$ cat src/hdl/display_sleep_window_scheduler_unit_defines.svh
// Assertion macros for the display sleep window scheduler.
// Included by the RTL files that carry assertions; depends on nothing else.
`ifndef DISPLAY_SLEEP_WINDOW_SCHEDULER_UNIT_DEFINES_SVH
`define DISPLAY_SLEEP_WINDOW_SCHEDULER_UNIT_DEFINES_SVH

`ifndef SYNTHESIS
// Same-cycle implication, sampled on the rising edge of i_clk outside reset.
`define DSWS_ASSERT_IMPLY(lbl, ante, cons) \
    lbl: assert property (@(posedge i_clk) disable iff (!i_rst_n) (ante) |-> (cons)) \
        else $error("implication check failed");
// Next-cycle implication, sampled on the rising edge of i_clk outside reset.
`define DSWS_ASSERT_NEXT(lbl, ante, cons) \
    lbl: assert property (@(posedge i_clk) disable iff (!i_rst_n) (ante) |=> (cons)) \
        else $error("next-cycle check failed");
`else
`define DSWS_ASSERT_IMPLY(lbl, ante, cons)
`define DSWS_ASSERT_NEXT(lbl, ante, cons)
`endif

`endif

$ cat src/hdl/dsws_pkg.sv
// Shared types and constants for the display sleep window scheduler.
// Used by dsws_decide and the top level; depends on nothing.
`default_nettype none

package dsws_pkg;

    localparam int MIN_PER_HOUR = 60;
    localparam int MOD_W        = 11;   // 31*60+63 fits in 11 bits

    // Commands carried by an item.
    localparam logic CMD_TICK    = 1'b0;
    localparam logic CMD_PREVIEW = 1'b1;

    // Configuration register indexes.
    localparam int          CFG_IDX_W          = 3;
    localparam int          CFG_DATA_W         = 8;
    localparam logic [2:0]  REG_SLEEP_ENABLE   = 3'd0;
    localparam logic [2:0]  REG_START_HOUR     = 3'd1;
    localparam logic [2:0]  REG_START_MINUTE   = 3'd2;
    localparam logic [2:0]  REG_END_HOUR       = 3'd3;
    localparam logic [2:0]  REG_END_MINUTE     = 3'd4;
    localparam logic [2:0]  REG_SCREEN_AWAKE   = 3'd5;
    localparam logic [2:0]  REG_LED_AWAKE      = 3'd6;

    typedef struct packed {
        logic       sleep_enable;
        logic [4:0] start_hour;
        logic [5:0] start_minute;
        logic [4:0] end_hour;
        logic [5:0] end_minute;
        logic [7:0] screen_level_awake;
        logic [7:0] led_level_awake;
    } t_cfg;

    typedef struct packed {
        logic        sleeping;
        logic        preview_active;
        logic [31:0] preview_deadline;
    } t_state;

    typedef struct packed {
        logic        command;
        logic [31:0] now_ms;
        logic [4:0]  clock_hour;
        logic [5:0]  clock_minute;
        logic        clock_valid;
        logic [31:0] preview_ms;
    } t_item;

    typedef struct packed {
        logic       screen_write;
        logic [7:0] screen_level;
        logic       led_write;
        logic [7:0] led_level;
        logic       asleep;
        logic       preview_on;
    } t_result;

    // Minute of day, formed exactly without clamping.
    function automatic logic [MOD_W-1:0] minute_of_day(input logic [4:0] hour,
                                                       input logic [5:0] minute);
        minute_of_day = MOD_W'(hour) * MOD_W'(MIN_PER_HOUR) + MOD_W'(minute);
    endfunction

endpackage

`default_nettype wire

$ cat src/hdl/display_sleep_window_scheduler_unit.sv
// Top level of the display sleep window scheduler: ports, registers, configuration.
// Depends on dsws_pkg, dsws_decide and display_sleep_window_scheduler_unit_defines.svh.
//
// Each item is either an update tick or a preview request and yields exactly one
// result item. An item is first captured in an input register; in the following
// cycle the decision logic works on it together with the sleep state left by the
// item before it, and the result register and the state registers load together.
// One item is taken in every cycle as long as the downstream side keeps taking
// results; a stall on the output holds the result register, and the input stall
// rises only once both registers are occupied, so a new item is still accepted
// while a finished result waits. Configuration writes are always accepted (ready
// is always high) and are meant to happen only while no item is in flight; an
// unknown register index is ignored.
`default_nettype none
`include "display_sleep_window_scheduler_unit_defines.svh"

module display_sleep_window_scheduler_unit (
    input  logic        i_clk,
    input  logic        i_rst_n,

    // Item input channel.
    input  logic        i_valid,
    output logic        o_stall,
    input  logic        i_command,
    input  logic [31:0] i_now_ms,
    input  logic [4:0]  i_clock_hour,
    input  logic [5:0]  i_clock_minute,
    input  logic        i_clock_valid,
    input  logic [31:0] i_preview_ms,

    // Result output channel.
    output logic        o_valid,
    input  logic        i_stall,
    output logic        o_screen_write,
    output logic [7:0]  o_screen_level,
    output logic        o_led_write,
    output logic [7:0]  o_led_level,
    output logic        o_asleep,
    output logic        o_preview_on,

    // Configuration write channel.
    input  logic                          i_cfg_valid,
    output logic                          o_cfg_ready,
    input  logic [dsws_pkg::CFG_IDX_W-1:0]  i_cfg_index,
    input  logic [dsws_pkg::CFG_DATA_W-1:0] i_cfg_data
);

    dsws_pkg::t_cfg    r_cfg;
    dsws_pkg::t_state  r_state;
    dsws_pkg::t_state  n_state;
    dsws_pkg::t_item   r_item;
    dsws_pkg::t_result r_res;
    dsws_pkg::t_result n_res;
    logic              r_item_vld;
    logic              r_res_vld;
    logic              advance;
    logic              in_take;

    // The result register may load when it is empty or its item is being taken.
    assign advance = !r_res_vld || !i_stall;
    // The input register can take a new item unless it holds one that cannot move on.
    assign o_stall = r_item_vld && !advance;
    assign in_take = i_valid && !o_stall;

    assign o_cfg_ready = 1'b1;

    // Configuration registers, reset to the documented defaults.
    always_ff @(posedge i_clk) begin
        if (!i_rst_n) begin
            r_cfg.sleep_enable       <= 1'b0;
            r_cfg.start_hour         <= 5'd22;
            r_cfg.start_minute       <= 6'd0;
            r_cfg.end_hour           <= 5'd7;
            r_cfg.end_minute         <= 6'd0;
            r_cfg.screen_level_awake <= 8'd200;
            r_cfg.led_level_awake    <= 8'd120;
        end else if (i_cfg_valid && o_cfg_ready) begin
            case (i_cfg_index)
                dsws_pkg::REG_SLEEP_ENABLE: r_cfg.sleep_enable       <= i_cfg_data[0];
                dsws_pkg::REG_START_HOUR:   r_cfg.start_hour         <= i_cfg_data[4:0];
                dsws_pkg::REG_START_MINUTE: r_cfg.start_minute       <= i_cfg_data[5:0];
                dsws_pkg::REG_END_HOUR:     r_cfg.end_hour           <= i_cfg_data[4:0];
                dsws_pkg::REG_END_MINUTE:   r_cfg.end_minute         <= i_cfg_data[5:0];
                dsws_pkg::REG_SCREEN_AWAKE: r_cfg.screen_level_awake <= i_cfg_data;
                dsws_pkg::REG_LED_AWAKE:    r_cfg.led_level_awake    <= i_cfg_data;
                default: ;
            endcase
        end
    end

    // Input register: payload held without reset, valid flag under reset.
    always_ff @(posedge i_clk) begin
        if (in_take) begin
            r_item.command      <= i_command;
            r_item.now_ms       <= i_now_ms;
            r_item.clock_hour   <= i_clock_hour;
            r_item.clock_minute <= i_clock_minute;
            r_item.clock_valid  <= i_clock_valid;
            r_item.preview_ms   <= i_preview_ms;
        end
    end

    always_ff @(posedge i_clk) begin
        if (!i_rst_n) begin
            r_item_vld <= 1'b0;
        end else if (!o_stall) begin
            r_item_vld <= i_valid;
        end
    end

    dsws_decide u_decide (
        .i_cfg    (r_cfg),
        .i_state  (r_state),
        .i_item   (r_item),
        .o_state  (n_state),
        .o_result (n_res)
    );

    // Sleep state moves on only when the item in the input register is retired.
    always_ff @(posedge i_clk) begin
        if (!i_rst_n) begin
            r_state <= '0;
        end else if (advance && r_item_vld) begin
            r_state <= n_state;
        end
    end

    always_ff @(posedge i_clk) begin
        if (!i_rst_n) begin
            r_res_vld <= 1'b0;
        end else if (advance) begin
            r_res_vld <= r_item_vld;
        end
    end

    always_ff @(posedge i_clk) begin
        if (advance && r_item_vld) begin
            r_res <= n_res;
        end
    end

    assign o_valid        = r_res_vld;
    assign o_screen_write = r_res.screen_write;
    assign o_screen_level = r_res.screen_level;
    assign o_led_write    = r_res.led_write;
    assign o_led_level    = r_res.led_level;
    assign o_asleep       = r_res.asleep;
    assign o_preview_on   = r_res.preview_on;

    // A preview can only be running while the display sleeps.
    `DSWS_ASSERT_IMPLY(a_preview_needs_sleep, r_state.preview_active, r_state.sleeping)
    // Every LED write comes with a screen write in the same result.
    `DSWS_ASSERT_IMPLY(a_led_with_screen, o_valid && o_led_write, o_screen_write)
    // Without a screen write the reported level is zero.
    `DSWS_ASSERT_IMPLY(a_no_write_zero, o_valid && !o_screen_write, o_screen_level == 8'd0)
    // The input stall only rises when a result is waiting.
    `DSWS_ASSERT_IMPLY(a_stall_needs_result, o_stall, o_valid && r_item_vld)
    // An item that leaves the input register shows up as a result next cycle.
    `DSWS_ASSERT_NEXT(a_item_reaches_output, r_item_vld && advance, o_valid)

endmodule

`default_nettype wire

$ cat src/hdl/dsws_decide.sv
// Decision logic for one item: preview expiry, window test, sleep entry and exit.
// Purely combinational; depends on dsws_pkg.
`default_nettype none

module dsws_decide (
    input  dsws_pkg::t_cfg    i_cfg,
    input  dsws_pkg::t_state  i_state,
    input  dsws_pkg::t_item   i_item,
    output dsws_pkg::t_state  o_state,
    output dsws_pkg::t_result o_result
);

    logic [31:0]               since_deadline;
    logic                      expired;
    logic [dsws_pkg::MOD_W-1:0] now_mod;
    logic [dsws_pkg::MOD_W-1:0] start_mod;
    logic [dsws_pkg::MOD_W-1:0] end_mod;
    logic                      want_sleep;

    assign since_deadline = i_item.now_ms - i_state.preview_deadline;
    assign expired        = ~since_deadline[31];

    assign now_mod   = dsws_pkg::minute_of_day(i_item.clock_hour, i_item.clock_minute);
    assign start_mod = dsws_pkg::minute_of_day(i_cfg.start_hour, i_cfg.start_minute);
    assign end_mod   = dsws_pkg::minute_of_day(i_cfg.end_hour, i_cfg.end_minute);

    // A window whose start lies after its end wraps past midnight.
    assign want_sleep = (start_mod > end_mod) ? ((now_mod >= start_mod) || (now_mod < end_mod))
                                              : ((now_mod >= start_mod) && (now_mod < end_mod));

    always_comb begin
        o_state  = i_state;
        o_result = '0;

        if (i_item.command == dsws_pkg::CMD_PREVIEW) begin
            if (i_cfg.sleep_enable && i_state.sleeping) begin
                o_state.preview_active   = 1'b1;
                o_state.preview_deadline = i_item.now_ms + i_item.preview_ms;
                o_result.screen_write    = 1'b1;
                o_result.screen_level    = i_cfg.screen_level_awake;
            end
        end else begin
            if (i_state.sleeping && i_state.preview_active && expired) begin
                o_state.preview_active = 1'b0;
                o_result.screen_write  = 1'b1;
                o_result.screen_level  = 8'd0;
            end
            if (!i_cfg.sleep_enable) begin
                if (i_state.sleeping) begin
                    o_state.sleeping       = 1'b0;
                    o_state.preview_active = 1'b0;
                    o_result.screen_write  = 1'b1;
                    o_result.screen_level  = i_cfg.screen_level_awake;
                    o_result.led_write     = 1'b1;
                    o_result.led_level     = i_cfg.led_level_awake;
                end
            end else if (i_item.clock_valid) begin
                if (want_sleep && !i_state.sleeping) begin
                    o_state.sleeping       = 1'b1;
                    o_state.preview_active = 1'b0;
                    o_result.screen_write  = 1'b1;
                    o_result.screen_level  = 8'd0;
                    o_result.led_write     = 1'b1;
                    o_result.led_level     = 8'd0;
                end else if (!want_sleep && i_state.sleeping) begin
                    o_state.sleeping       = 1'b0;
                    o_state.preview_active = 1'b0;
                    o_result.screen_write  = 1'b1;
                    o_result.screen_level  = i_cfg.screen_level_awake;
                    o_result.led_write     = 1'b1;
                    o_result.led_level     = i_cfg.led_level_awake;
                end
            end
        end

        o_result.asleep     = o_state.sleeping;
        o_result.preview_on = o_state.preview_active;
    end

endmodule

`default_nettype wire

$ cat config.mk
export PLATFORM = sky130hd
export DESIGN_NAME = display_sleep_window_scheduler_unit
export DESIGN_NICKNAME = d
export VERILOG_FILES = /design/src/hdl/dsws_pkg.sv /design/src/hdl/display_sleep_window_scheduler_unit.sv /design/src/hdl/dsws_decide.sv
export VERILOG_INCLUDE_DIRS = /design/src /design/src/hdl
export SDC_FILE = /design/constraint.sdc
export NUM_CORES = 1
export LEC_CHECK = 0
export ABC_AREA = 1
export BUFFER_PORTS_ARGS = -buffer_cell sky130_fd_sc_hd__buf_2
export CORE_MARGIN = 3
export CORE_UTILIZATION = 54
export DETAILED_ROUTE_END_ITERATION = 12
export GPL_TIMING_DRIVEN = 0
export MAX_ROUTING_LAYER = met4
export PLACE_DENSITY_LB_ADDON = 0.2
export SLEW_MARGIN = 40
export SYNTH_ARGS = -nofsm -noshare
export SYNTH_HDL_FRONTEND = slang
export SYNTH_SLANG_ARGS = --single-unit
$ cat constraint.sdc
create_clock -name i_clk -period 4.8 [get_ports i_clk]
set_clock_uncertainty 0.05 [all_clocks]
set_input_delay 0.48 -clock i_clk [delete_from_list [all_inputs] [get_ports i_clk]]
set_output_delay 0.48 -clock i_clk [all_outputs]
set_load 0.05 [all_outputs]
==> results.yml, run 1 <==
drt:
  viasPerCell: 5.135
  drt_iter0_drc: 378
  ant_nets: 0
  drtPass1Iterations: 5
  vias: 9146
  drc: 0
  post_drt_wl_per_cell_um: 13.87
  drt-total-wl_mm: 24.70
synthesis:
  synth-simple-area-share_pct: 16.40
  synth-edff-count: 97
  avgSynthCellArea_um2: 8.415
  ys_seq_area_share_pct: 38.94
  synth_nets: 1604
  yosys_warnings: 0
  synth_top_cell_area_share_pct: 25.70
  synth_top_family_by_area: "adder cells"
  synth_seq_cells: 172
  synth_area_leaders: "edfxtp_1, ha_1, dfxtp_1, inv_1, nand2_1"
  synth_cell_type_count: 43
  synthArstFlopShare_pct: 0
  synth-xor-area-share_pct: 3.014
  synth.mux.area_fraction_pct: 0
  synth_compound_area_share_pct: 12.34
  syn-instance-count: 1347
  syn_area_um2: 11330
  synth_top_area_cell: "edfxtp_1"
  synth_fa_ha_area_share_pct: 19.76
  synth_flop_cell: "edfxtp_1"
finish:
  fillers: 1744
  mostFrequentLayoutCells: "inv_1, nand2_1, ha_1"
  finalNetCount: 1755
  drive_above_1_share_pct: 15.82
  final_area_um2: 13320
  n_antenna_cell: 0
  layout_commonest_cell: "inv_1"
  area.growth.synth_to_final_pct: 17.50
floorplanning:
  coreArea_um2: 20430
  pin_count: 116
  num_rows: 52
  die_x_um: 150.9
  die_h_um: 150.9
  initial_core_util_pct: 55.48
  dieArea_um2: 22760
setup_path:
  endpoint_kind: "flop"
  crit_slowest_cell: "fa_1"
  arrival_ns: 5.76
  worst_setup_path_start_kind: "flop"
  cp.required_ns: 5.04
  path_max_fanout: 8
  crit_type: "flop to flop"
  cp_common_cell: "nor2_4"
  cpPeakStageDelay_ns: 0.58
global_routing:
  groute.usage.overall_pct: 22.35
  antenna_found_initial: 0
  grt_pass1_wl_mm: 39.74
  grt_pass1_vias: 8614
  gr-total-overflow: 0
  grt_start_max_net_pins: 65
flow_run:
  maxCapViolations: 0
sta:
  slew_headroom_pct: 60.01
  rsz0062_at_grt: "yes"
  fin_ws_ns: -0.7165
  period_minus_slack_ns: 5.517
  final-hold-violation-count: 0
  hold_ws_ns: 0.1658
  fmax_ghz: 0.1813
  period_share_pct: 114.9
  setup_viol: 22
  slew_violations: 0
  worst_slew_pin_slew_ns: 0.5998
  fin_tns_setup_ns: -12.43
placement:
  gp_congestion: 0.9837
  place_area_um2: 12330
  place_hpwl_mm: 19.12
  io_buffers: 114
clock_network:
  clkLatencyLatePin_ns: 0.44
  cts_hold_buf: 0
  htreeDepth: 4
  root_buffer: "clkbuf_16"
  cts_sinks: 172
  path_clk_slew_ns: 0.07
  cts_tree: "yes"
  numCtsBuffers: 17
  clockBufferDepth: 2
status:
  violations: "setup timing"
  outcome: "finished, violations left"
power:
  p_per_area_nw_per_um2: 352.2
  irDropWorstVdd_v: 0.0002771
  leakagePower_nw: 6.386
  total_power_mw: 4.690
worst_hold_path:
  hold_class: "input port to flop"
==> through the flow <==
stage / instances / setup WS (ns) / utilization [%]
after global routing: 1781 / -0.9477 / 65.19
after detailed placement: 1733 / -0.7302 / 60.37
after global placement: 1731 / -0.6641 / 60.11
after floorplan: 1347 / -0.1086 / -
final: 1781 / -0.7165 / 65.19
after CTS: 1775 / -0.5772 / 63.96
==> sequential cells by signal, indices dropped and copies added, names as in the netlist <==
| name | cells |
|---|---|
| o_preview_on | 1 |
| r_state | 34 |
| r_item_vld | 1 |
| o_screen_level | 8 |
| o_asleep | 1 |
| o_led_write | 1 |
| o_valid | 1 |
| o_screen_write | 1 |
| r_cfg | 39 |
| o_led_level | 8 |
| r_item | 77 |
==> worst max-delay path: cells and delay by family, from the launching register on <==
| kind | cells | cell delay [ns] |
|---|---|---|
| adders and majority gates | 6 | 2.34 |
| and+or+nand+nor | 20 | 2.08 |
| DFF | 1 | 0.36 |
| buffers and inverters | 4 | 0.29 |
| AOI/OAI and AO/OA | 1 | 0.25 |
==> logic make-up after synthesis <==
family,Yosys count
AO/OA/AOI/OAI,254
other,1
XOR/XNOR,39
buffers and inverters,286
AND/OR/NAND/NOR,431
adder cells (fa/ha/maj),164
flip-flops,172
==> where the power goes <==
part	internal [mW]	switching, mW	total, mW
Combinational	0.705	0.997	1.70
Clock	0.691	0.639	1.33
Sequential	1.62	0.0354	1.66
==> synthesized netlist by cell type, types with 6 or more instances <==
| master | n |
|---|---|
| xor2_1 | 20 |
| nand3b_1 | 11 |
| xnor2_1 | 19 |
| nand2_1 | 220 |
| clkbuf_1 | 14 |
| fa_1 | 25 |
| o211ai_1 | 16 |
| edfxtp_1 | 97 |
| a21oi_1 | 127 |
| o21ai_0 | 76 |
| inv_1 | 269 |
| nand4_1 | 19 |
| dfxtp_1 | 75 |
| nand3_1 | 58 |
| nor3_1 | 15 |
| o21a_1 | 7 |
| ha_1 | 139 |
| nor2_1 | 91 |
| a21o_1 | 6 |
==> path summary, 6_finish.rpt <==
kind         slack [ns]    startpoint                 to  cells after the start
max               -0.72     r_cfg[35]  o_screen_level[3]                     31
min                0.17  i_now_ms[17]         r_item[61]                      1
max reg2reg       -0.72     r_cfg[35]  o_screen_level[3]                     31
min reg2reg        0.41      r_cfg[9]           r_cfg[9]                      2
==> area by class of cell <==
cell class,instances,area [um^2],share of cell area [%]
clock buffer,17,425.4,3.194
inverter,271,1027,7.713
timing repair buffer,132,749.5,5.628
sequential,172,4420,33.19
multi-input combinational,889,6153,46.20
tap,270,337.8,2.537
clock inverter,15,143.9,1.080
buffer,15,60.06,0.4510
==> routing by layer <==
layer	vias to the layer above	track usage (%)	part of all wire (%)
met4	0	5.984	1.5
met1	4199	27.38	45
met5	-	-	0
met3	31	2.992	3.0
met2	174	39.03	51
li1	4742	-	-
==> timing repair <==
item / 4_1_cts / 5_1_grt
pin swaps: 18 / 35
resized for setup: 23 / 46
endpoints found under the setup margin: 22 / 22
setup buffers: 10 / 6
Power figures use the tool's default switching activity.
==> run 2: changes to the inputs <==
--- a/config.mk
+++ b/config.mk
@@ -6,7 +6,6 @@
 export SDC_FILE = /design/constraint.sdc
 export NUM_CORES = 1
 export LEC_CHECK = 0
-export ABC_AREA = 1
 export BUFFER_PORTS_ARGS = -buffer_cell sky130_fd_sc_hd__buf_2
 export CORE_MARGIN = 3
 export CORE_UTILIZATION = 54
==> run 2 against run 1 <==
The run still ends with setup timing left. Sequential share of layout area rose by 0.85 points. Highest routed layer unchanged. Combinational power fell by 14%. Die area fell by 2.9%. Routed wire length fell by 6.1%. Worst setup slack got worse by 0.45 ns. Clock power barely moved. Flip-flop and latch count did not move. Critical endpoint is now o_screen_write.
==> results.yml, run 2 <==
clock_network:
  htreeDepth: 4
  root_buffer: "clkbuf_16"
  numCtsBuffers: 17
  clkLatencyLatePin_ns: 0.44
  cts_tree: "yes"
  clockBufferDepth: 2
  cts_sinks: 172
  path_clk_slew_ns: 0.07
global_routing:
  busiest_layer: "met2"
  groute.usage.overall_pct: 21.85
  gr-usage-met2_pct: 36.01
  grt_start_max_net_pins: 24
  use_met1_pct: 28.91
  antenna_found_initial: 0
  use_met3_pct: 2.864
  grt_pass1_vias: 7937
  gr-total-overflow: 0
  grt_pass1_wl_mm: 37.92
sta:
  worst_slew_pin_slew_ns: 0.7094
  slew_violations: 0
  slew_headroom_pct: 52.71
  rsz0062_at_grt: "yes"
  setup_viol: 22
  period_share_pct: 124.3
  final-hold-violation-count: 0
  period_minus_slack_ns: 5.966
  fmax_ghz: 0.1676
  fin_ws_ns: -1.166
floorplanning:
  pin_count: 116
  num_rows: 51
  coreArea_um2: 19720
  initial_core_util_pct: 55.73
  die_x_um: 148.6
  dieArea_um2: 22100
  die_h_um: 148.6
synthesis:
  synthArstFlopShare_pct: 0
  synth_nets: 1371
  yosysMostFrequentCell: "ha_1"
  synth_top_cell_area_share_pct: 26.51
  synth_common_cells: "ha_1, inv_1, nand2_1"
  synth-edff-count: 97
  synth_flop_cell: "edfxtp_1"
  avgSynthCellArea_um2: 9.864
  synth_cell_type_count: 69
  synth_top_area_cell: "edfxtp_1"
  ys_seq_area_share_pct: 40.17
  synth_seq_cells: 172
  yosys_warnings: 0
  syn-instance-count: 1114
  syn_area_um2: 10990
  synth_area_leaders: "edfxtp_1, ha_1, dfxtp_1, fa_1, inv_1"
drt:
  viasPerCell: 5.387
  drc: 0
  drt-total-wl_mm: 23.20
  post_drt_wl_per_cell_um: 15.02
  vias: 8318
  drtPass1Iterations: 5
  ant_nets: 0
  drt_iter0_drc: 432
setup_path:
  crit_slowest_cell: "fa_1"
  arrival_ns: 6.10
  endpoint_kind: "flop"
  crit_type: "flop to flop"
  path_max_fanout: 4
  worst_setup_path_start_kind: "flop"
  cp_common_cell: "inv_2"
  cp.required_ns: 4.93
  reg2reg_depth: 26
  rr_endpoint: "o_screen_write"
  ff2ff_setup_slack_ns: -1.17
  r2r_start: "r_cfg[34]"
  cpPeakStageDelay_ns: 0.58
placement:
  gp_congestion: 0.9204
  place_hpwl_mm: 17.69
  io_buffers: 114
  place_ws_ns: -1.418
  place_area_um2: 12150
  dp.cells: 1498
worst_hold_path:
  hold_class: "input port to flop"
  hold_end: "r_item[74]"
  hold_depth: 1
  hold_start: "i_now_ms[30]"
power:
  total_power_mw: 4.452
  irDropWorstVdd_v: 0.0002827
  leakagePower_nw: 5.420
  p_per_area_nw_per_um2: 342.5
finish:
  finalNetCount: 1523
  top_register: "r_item"
  final_cells: 1544
  reg_top3: "r_item x77, r_cfg x39, r_state x34"
  drive_above_1_share_pct: 18.14
  largest_reg_flops: 77
  mostFrequentLayoutCells: "ha_1, buf_2, inv_1"
  layout_commonest_cell: "ha_1"
  final_util_pct: 65.91
  n_antenna_cell: 0
  area.growth.synth_to_final_pct: 18.28
  final_area_um2: 13000
  fillers: 1556
  multi_input_area_um2: 6329
  seqCellArea_um2: 4424
flow_run:
  maxCapViolations: 0
status:
  outcome: "finished, violations left"
  violations: "setup timing"
[run 2: cell types whose count changed after synthesis, sizes merged, moves of 11 or more]
cell	previous run	this run
a211oi	1	15
o21ai	80	50
a21oi	128	87
nand4	19	8
xnor2	19	39
and2	0	14
mux2i	0	20
nor2	94	64
a21o	6	20
nand2b	0	14
nand3	61	35
nand2	224	111
nor2b	0	19
inv	270	120
[run 2: how the worst max path moves through the flow]
stage | start | to | slack [ns] | depth (start not counted)
after floorplan | r_cfg[35] | o_screen_write | -0.73 | 26
after global placement | r_cfg[25] | o_screen_write | -1.28 | 24
after detailed placement | r_cfg[25] | o_screen_write | -1.42 | 24
after CTS | r_cfg[23] | o_screen_write | -1.10 | 24
after global routing | r_cfg[34] | o_screen_write | -1.46 | 24
final | r_cfg[34] | o_screen_write | -1.17 | 26
[run 2: cells by family (layout without fill, tap and decap cells)]
kind of cell               count (synthesis)  in the layout  synth area share (%)
xor gates and xnor gates                  55             55                 4.384
and+or+nand+nor                          319            319                 14.17
buffers and inverters                    139            304                 4.782
AOI/OAI and AO/OA                        243            243                 14.15
muxes                                     20             20                 1.822
adders and majority gates                165            165                 20.49
other                                      1              1               0.03413
DFF                                      172            172                 40.17
[run 2: what timing repair did]
action / in CTS / in global routing
setup buffers: 7 / 7
setup endpoints to repair: 22 / 22
hold buffers: 0 / 0
pin swaps: 18 / 25
resized for setup: 14 / 24
[run 2: stage by stage]
step | hold WS, ns | setup TNS, ns
6_report | 0.1625 | -19.51
5_1_grt | 0.1508 | -25.81
4_1_cts | 0.1511 | -16.45
3_5_place_dp | 0.3945 | -23.46
3_3_place_gp | 0.3878 | -20.41
2_1_floorplan | 0.3817 | -8.623
[run 2: per-layer routing]
layer  wire length (um)  part of all wire (%)  up-vias
li1                   -                     -     4236
met4                325                   1.4        0
met2              11270                    49      182
met3                891                   3.8       26
met5                  0                     0        -
met1              10710                    46     3874
[run 2: layout make-up]
class / instances / share of cell area (%)
inverters: 121 / 3.524
repair buffers: 133 / 6.190
clock buffers: 19 / 3.495
well taps: 265 / 2.551
plain buffers: 18 / 0.5488
flip-flops and latches: 172 / 34.04
clock inverters: 13 / 0.9531
multi-input cells: 803 / 48.70
[run 2: power breakdown]
part	internal, mW	total, mW	switching (mW)
sequential	1.61	1.65	0.0337
clock	0.715	1.35	0.631
combinational	0.654	1.46	0.803
total	2.98	4.45	1.47
[run 2: critical path: cells and delay by family, from the launching register on]
| kind | cells | cell delay, ns |
|---|---|---|
| adders and majority gates | 7 | 2.55 |
| buffers and inverters | 5 | 0.31 |
| xor gates and xnor gates | 1 | 0.20 |
| AOI/OAI and AO/OA | 8 | 1.23 |
| DFF | 1 | 0.36 |
| and+or+nand+nor | 5 | 1.03 |
